==> src/hdl/rfd_pkg.sv <==
// ----------------------------------------------------------------------------
// rfd_pkg
// Shared constants and types for the radio frame deframer with byte ring.
// ----------------------------------------------------------------------------
package rfd_pkg;

    // Item kinds on the input tuser
    localparam logic [1:0] OP_BYTE  = 2'd0;
    localparam logic [1:0] OP_READ  = 2'd1;
    localparam logic [1:0] OP_FLUSH = 2'd2;

    // Result status codes on the output tuser
    localparam logic [2:0] ST_TAKEN   = 3'd0;
    localparam logic [2:0] ST_ACCEPT  = 3'd1;
    localparam logic [2:0] ST_BAD     = 3'd2;
    localparam logic [2:0] ST_FULL    = 3'd3;
    localparam logic [2:0] ST_READ    = 3'd4;
    localparam logic [2:0] ST_EMPTY   = 3'd5;
    localparam logic [2:0] ST_FLUSHED = 3'd6;

    // Header layout
    localparam logic [7:0] MAGIC_A     = 8'h4D;
    localparam logic [7:0] MAGIC_B     = 8'h56;
    localparam logic [7:0] PROTO_VER   = 8'h01;
    localparam int         HDR_BYTES   = 6;

    // Register map: index is paddr[3]
    localparam logic REG_PEER = 1'b0;
    localparam logic REG_LINK = 1'b1;

    localparam logic [47:0] PEER_ANY = 48'hFFFF_FFFF_FFFF;

    typedef struct packed {
        logic wr_en;   // write the frame byte into the speculative area
        logic last;    // final byte of a frame taken this cycle
        logic bad;     // frame failed a check
        logic full;    // payload larger than the room at frame start
    } t_frm_ctl;

endpackage

==> src/hdl/rfd_frame.sv <==
// ----------------------------------------------------------------------------
// rfd_frame
// Frame header parser and checker: tracks offset, length, sequence and the
// room measured at the first byte, and flags the verdict on the last byte.
// ----------------------------------------------------------------------------
module rfd_frame #(
    parameter int RING_BYTES      = 4096,
    parameter int FRAME_MAX_BYTES = 250,
    localparam int OW = $clog2(FRAME_MAX_BYTES + 2),
    localparam int CW = $clog2(RING_BYTES + 1)
) (
    input  logic               i_clk,
    input  logic               i_rst_n,
    input  logic               i_take,
    input  logic               i_flush,
    input  logic [7:0]         i_byte,
    input  logic               i_last,
    input  logic [47:0]        i_src,
    input  logic [47:0]        i_peer,
    input  logic               i_link,
    input  logic [CW-1:0]      i_count,
    output rfd_pkg::t_frm_ctl  o_ctl,
    output logic [OW-1:0]      o_wr_off,
    output logic [15:0]        o_len,
    output logic [7:0]         o_seq
);

    localparam int XW = ((CW > 16) ? CW : 16) + 1;

    logic [OW-1:0] r_off;
    logic [15:0]   r_len;
    logic [7:0]    r_seq;
    logic          r_bad;
    logic [CW-1:0] r_room;

    logic [CW-1:0] room;
    logic [15:0]   n_len;
    logic [7:0]    n_seq;
    logic          n_bad;
    logic          hdr_err;
    logic [OW-1:0] pay_off;
    logic [XW-1:0] total;
    logic          fin_bad;

    always_comb begin
        room    = (r_off == '0) ? (CW'(RING_BYTES) - i_count) : r_room;
        n_len   = r_len;
        n_seq   = r_seq;
        hdr_err = 1'b0;
        case (r_off)
            OW'(0): hdr_err = (i_byte != rfd_pkg::MAGIC_A);
            OW'(1): hdr_err = (i_byte != rfd_pkg::MAGIC_B);
            OW'(2): hdr_err = (i_byte != rfd_pkg::PROTO_VER);
            OW'(3): n_seq   = i_byte;
            OW'(4): n_len   = {r_len[15:8], i_byte};
            OW'(5): n_len   = {i_byte, r_len[7:0]};
            default: ;
        endcase
        n_bad = r_bad | ~i_link | hdr_err
              | ((i_peer != rfd_pkg::PEER_ANY) && (i_src != i_peer))
              | (XW'(r_off) >= XW'(FRAME_MAX_BYTES));
        pay_off = r_off - OW'(rfd_pkg::HDR_BYTES);
        total   = XW'(r_off) + XW'(1);
        fin_bad = n_bad
                | (total < XW'(rfd_pkg::HDR_BYTES))
                | (XW'(n_len) > XW'(FRAME_MAX_BYTES - rfd_pkg::HDR_BYTES))
                | (XW'(n_len) != total - XW'(rfd_pkg::HDR_BYTES));
    end

    always_comb begin
        o_ctl.wr_en = i_take
                    && (XW'(r_off) >= XW'(rfd_pkg::HDR_BYTES))
                    && (XW'(r_off) <  XW'(FRAME_MAX_BYTES))
                    && (XW'(pay_off) < XW'(room));
        o_ctl.last  = i_take & i_last;
        o_ctl.bad   = fin_bad;
        o_ctl.full  = XW'(n_len) > XW'(room);
        o_wr_off    = pay_off;
        o_len       = n_len;
        o_seq       = n_seq;
    end

    always_ff @(posedge i_clk) begin
        if (!i_rst_n) begin
            r_off  <= '0;
            r_len  <= '0;
            r_seq  <= '0;
            r_bad  <= 1'b0;
            r_room <= '0;
        end else if (i_take) begin
            r_room <= room;
            if (i_last) begin
                r_off <= '0;
                r_len <= '0;
                r_seq <= '0;
                r_bad <= 1'b0;
            end else begin
                // saturate one past the maximum frame size
                if (XW'(r_off) < XW'(FRAME_MAX_BYTES + 1)) begin
                    r_off <= r_off + OW'(1);
                end
                r_len <= n_len;
                r_seq <= n_seq;
                r_bad <= n_bad;
            end
        end else if (i_flush && (r_off != '0)) begin
            r_bad <= 1'b1;
        end
    end

endmodule

==> config.mk <==
export PLATFORM = sky130hd
export DESIGN_NAME = rfd_frame
export DESIGN_NICKNAME = d
export VERILOG_FILES = /design/src/hdl/rfd_pkg.sv /design/src/hdl/rfd_frame.sv
export SDC_FILE = /design/constraint.sdc
export NUM_CORES = 1
export LEC_CHECK = 0
export BUFFER_PORTS_ARGS = -buffer_cell sky130_fd_sc_hd__buf_4
export CELL_PAD_IN_SITES_DETAIL_PLACEMENT = 2
export CELL_PAD_IN_SITES_GLOBAL_PLACEMENT = 2
export CORE_ASPECT_RATIO = 0.75
export CORE_MARGIN = 3
export CORE_UTILIZATION = 30
export CTS_CLUSTER_SIZE = 20
export DETAILED_ROUTE_END_ITERATION = 6
export PLACE_DENSITY = 0.85
export SLEW_MARGIN = 0
export SYNTH_ARGS = -nofsm -noshare
export SYNTH_HDL_FRONTEND = slang
export SYNTH_SLANG_ARGS = --single-unit
==> constraint.sdc <==
create_clock -name i_clk -period 9.7 [get_ports i_clk]
set_input_delay 1.455 -clock i_clk [delete_from_list [all_inputs] [get_ports i_clk]]
set_output_delay 1.455 -clock i_clk [all_outputs]
set_load 0.02 [all_outputs]
==> results.rst <==
.. list-table::
   :header-rows: 1

   * - Metric
     - Value
   * - Status
     - finished, final reports clean
   * - Power density over cell area
     - 92.0 mW/mm^2
   * - DR WL/cell
     - 24.0 um
   * - Cell Area, Synth
     - 0.00419 sq mm
   * - Post-detailed-placement cell area
     - 0.00547 sq mm
   * - Cell count after synthesis
     - 531
   * - Most common library cell in the layout ignoring fill and taps
     - buf_4
   * - Count of input and output buffers
     - 158
   * - Overall track demand over capacity in global routing
     - 26.1%
   * - Largest net degree at the start of global routing
     - 46
   * - Growth of design area from synthesis to finish
     - 34.1%
   * - Total clock sinks
     - 46
   * - Sequential fraction of the synthesis area
     - 22.0%
   * - Post-DR vias/cell
     - 5.78
   * - Number of standard-cell rows in the floorplan
     - 36
   * - Overflow left after global routing
     - 0
   * - Count of buffers added by post-CTS timing repair for setup
     - 0
   * - Unrepaired setup endpoints after global routing
     - no
   * - Peak supply drop
     - 0.0000657 V
   * - Die Area
     - 0.0154 sq mm
   * - Clk Latency, worst-skew pair
     - 0.30 ns
   * - Number of flops mapped to enable cells by yosys
     - 0
   * - GPL Wtd Cong
     - 0.848
   * - Skew final
     - 0.0126 ns
   * - Arr. time, crit path
     - 4.61 ns
   * - Hold-fix buffer count after cts
     - 0
   * - Cell area after layout
     - 0.00561 sq mm
   * - Asr flop ratio synth
     - 0%
   * - Clock Pin Slew Worst Setup and Hold Paths
     - 0.07 ns
   * - DRT Pass-1 Iters
     - 4
   * - Syn Area/Cell
     - 7.88 sq um
   * - Actual transition at the worst max-transition pin
     - 1.09 ns
   * - Via count of the first global-routing pass
     - 5337
   * - Maximum count of clock buffers along a single path
     - 2
   * - Max Transition Viols Final
     - 0
   * - Antenna diode instance count
     - 0
   * - Horizontal extent of the die
     - 142 um
   * - Critical path endpoint category
     - output port
   * - Count of nets after finishing
     - 818
   * - Commonest non-fill, non-tap cells in the layout
     - buf_4 (159), xor2_1 (61), nor2_1 (57), dfxtp_1 (46)
   * - Count of placed standard cells including taps
     - 833
   * - Number of antenna violations at the first check in global routing
     - 0
   * - Post-Route Utilization
     - 42.1%
   * - I/O pin cnt
     - 159
   * - Synth unique cells
     - 62
   * - Buffer cell driving the clock tree root
     - clkbuf_16
   * - Total chip power
     - 516 uW
   * - Via total after detailed routing
     - 4861
   * - Wire length after detailed routing
     - 20200 um
   * - Maximum capacitance violations
     - 0
   * - Detailed router's first-iteration violation count
     - 253
   * - Number of nets produced by synthesis
     - 680
   * - Required @ worst endpoint
     - 8.25 ns
   * - H-tree levels
     - 2
   * - Min Tclk post-route
     - 6.06 ns
   * - Class of the most critical hold timing path
     - flip-flop to flip-flop
   * - DRT antenna net count
     - 0
   * - Crit Path Class
     - primary input to output port
   * - Slew margin rel.
     - 26.8%
   * - Worst setup SP type
     - primary input
   * - Total negative slack for setup checks
     - 0 ns
   * - P_leak
     - 2.37 nW
   * - DR DRC count
     - 0
   * - Share of final-layout standard cells stronger than drive strength 1
     - 28.1%
   * - First-pass GRT wire length
     - 31200 um
   * - Post-route insts no fill
     - 841
   * - # resized after CTS
     - 0
   * - Floorplan die height
     - 108 um
   * - Hold Violations, Final
     - 0
   * - Ratio of final minimum period to clock period
     - 62.5%
   * - Register bit count reported by yosys
     - 46
   * - Maximum fanout count along the critical path
     - 5
   * - Half-perimeter wire length after placement
     - 16300 um
   * - Fmax
     - 0.165 GHz
   * - Total of warnings raised by yosys
     - 0
   * - Placeable core region
     - 0.0133 sq mm
   * - Starting density of the core
     - 31.4%
   * - TritonCTS clock tree
     - built
   * - Total CTS buffers
     - 5
   * - Setup violators final
     - 0
   * - Synth Flop Type
     - dfxtp_1
-- path summary, 6_finish.rpt --
| path | start | endpoint | slack [ns] | cells after the start |
|---|---|---|---|---|
| setup reg to reg | r_off[4]$_SDFFE_PN0P_ | r_room[2]$_SDFFE_PN0P_ | 6.45 | 4 |
| setup / recovery | i_count[4] | o_ctl[0] | 3.64 | 14 |
| hold reg to reg | r_seq[1]$_SDFFE_PN0P_ | r_seq[1]$_SDFFE_PN0P_ | 0.48 | 2 |
| hold / removal | r_seq[1]$_SDFFE_PN0P_ | r_seq[1]$_SDFFE_PN0P_ | 0.48 | 2 |
-- report_power, final --
part	internal (mW)	switching, mW
clock network	0.0960	0.0825
logic	0.0628	0.0773
registers	0.194	0.00434
total	0.352	0.164
-- cell usage after synthesis (all sizes together), types with 3 or more instances --
master	instances	area (sq um)
a22o	13	115
xor2	61	534
nand4b	3	32.5
and3	8	50.1
nand4	24	165
nor3	13	65.1
nor4	22	153
mux2	8	90.1
a31oi	4	25.0
or4	3	26.3
inv	14	52.6
ha	26	325
a211oi	13	97.6
and2	5	31.3
a21oi	32	160
mux2i	9	90.1
xnor2	11	96.3
dfxtp	46	921
o21ai	19	95.1
clkbuf	21	80.1
o211ai	4	30.0
or3	4	25.0
buf	7	45.0
nor2	58	218
nand2	32	120
nand3	14	70.1
a22oi	25	206
-- registers in the layout, summed over array words and instances, names as in the netlist --
signal  count
r_bad       1
r_len      16
r_off       8
r_room     13
r_seq       8
-- logic make-up (layout without fill, tap and decap cells) --
logic type	count (synthesis)	in the layout	synth area share [%]
and+or+nand+nor	198	198	24.9
AOI/OAI and AO/OA	129	129	21.6
xor gates and xnor gates	72	72	15.1
DFF	46	46	22.0
buffers and inverters	43	182	4.33
adders and majority gates	26	26	7.77
muxes	17	17	4.31
-- critical path, cell delays in order --
cell	delay (ns)
buf_4	0.13
nor4_1	0.69
nand2_1	0.24
or3_1	0.38
xor2_1	0.20
mux2i_1	0.16
ha_1	0.40
and3_1	0.17
nand3_1	0.11
nor3_1	0.20
nand3_1	0.09
a21oi_1	0.14
a21oi_1	0.06
buf_4	0.17
-- cell type report --
type,instances,area [sq um]
timing repair buffer,159,1190
tap,171,214
clock inverter,2,13.8
fill,1572,7720
sequential,46,921
clock buffer,6,129
multi-input combinational,442,3090
inverter,15,56.3
-- metal layers --
layer	part of all wire [%]	global-route usage, %	vias to the layer above
met5	0	0	-
li1	-	-	2247
met3	4.2	3.80	23
met1	45	35.0	2468
met2	50	45.7	123
met4	1.0	3.46	0
-- through the flow --
stage          setup WS, ns  hold WS, ns
6_report               3.64        0.475
5_1_grt                3.31        0.496
4_1_cts                3.66        0.476
3_5_place_dp           3.71        0.466
3_3_place_gp           3.95        0.446
2_1_floorplan          4.36        0.438
(Power assumes the default switching activity.)
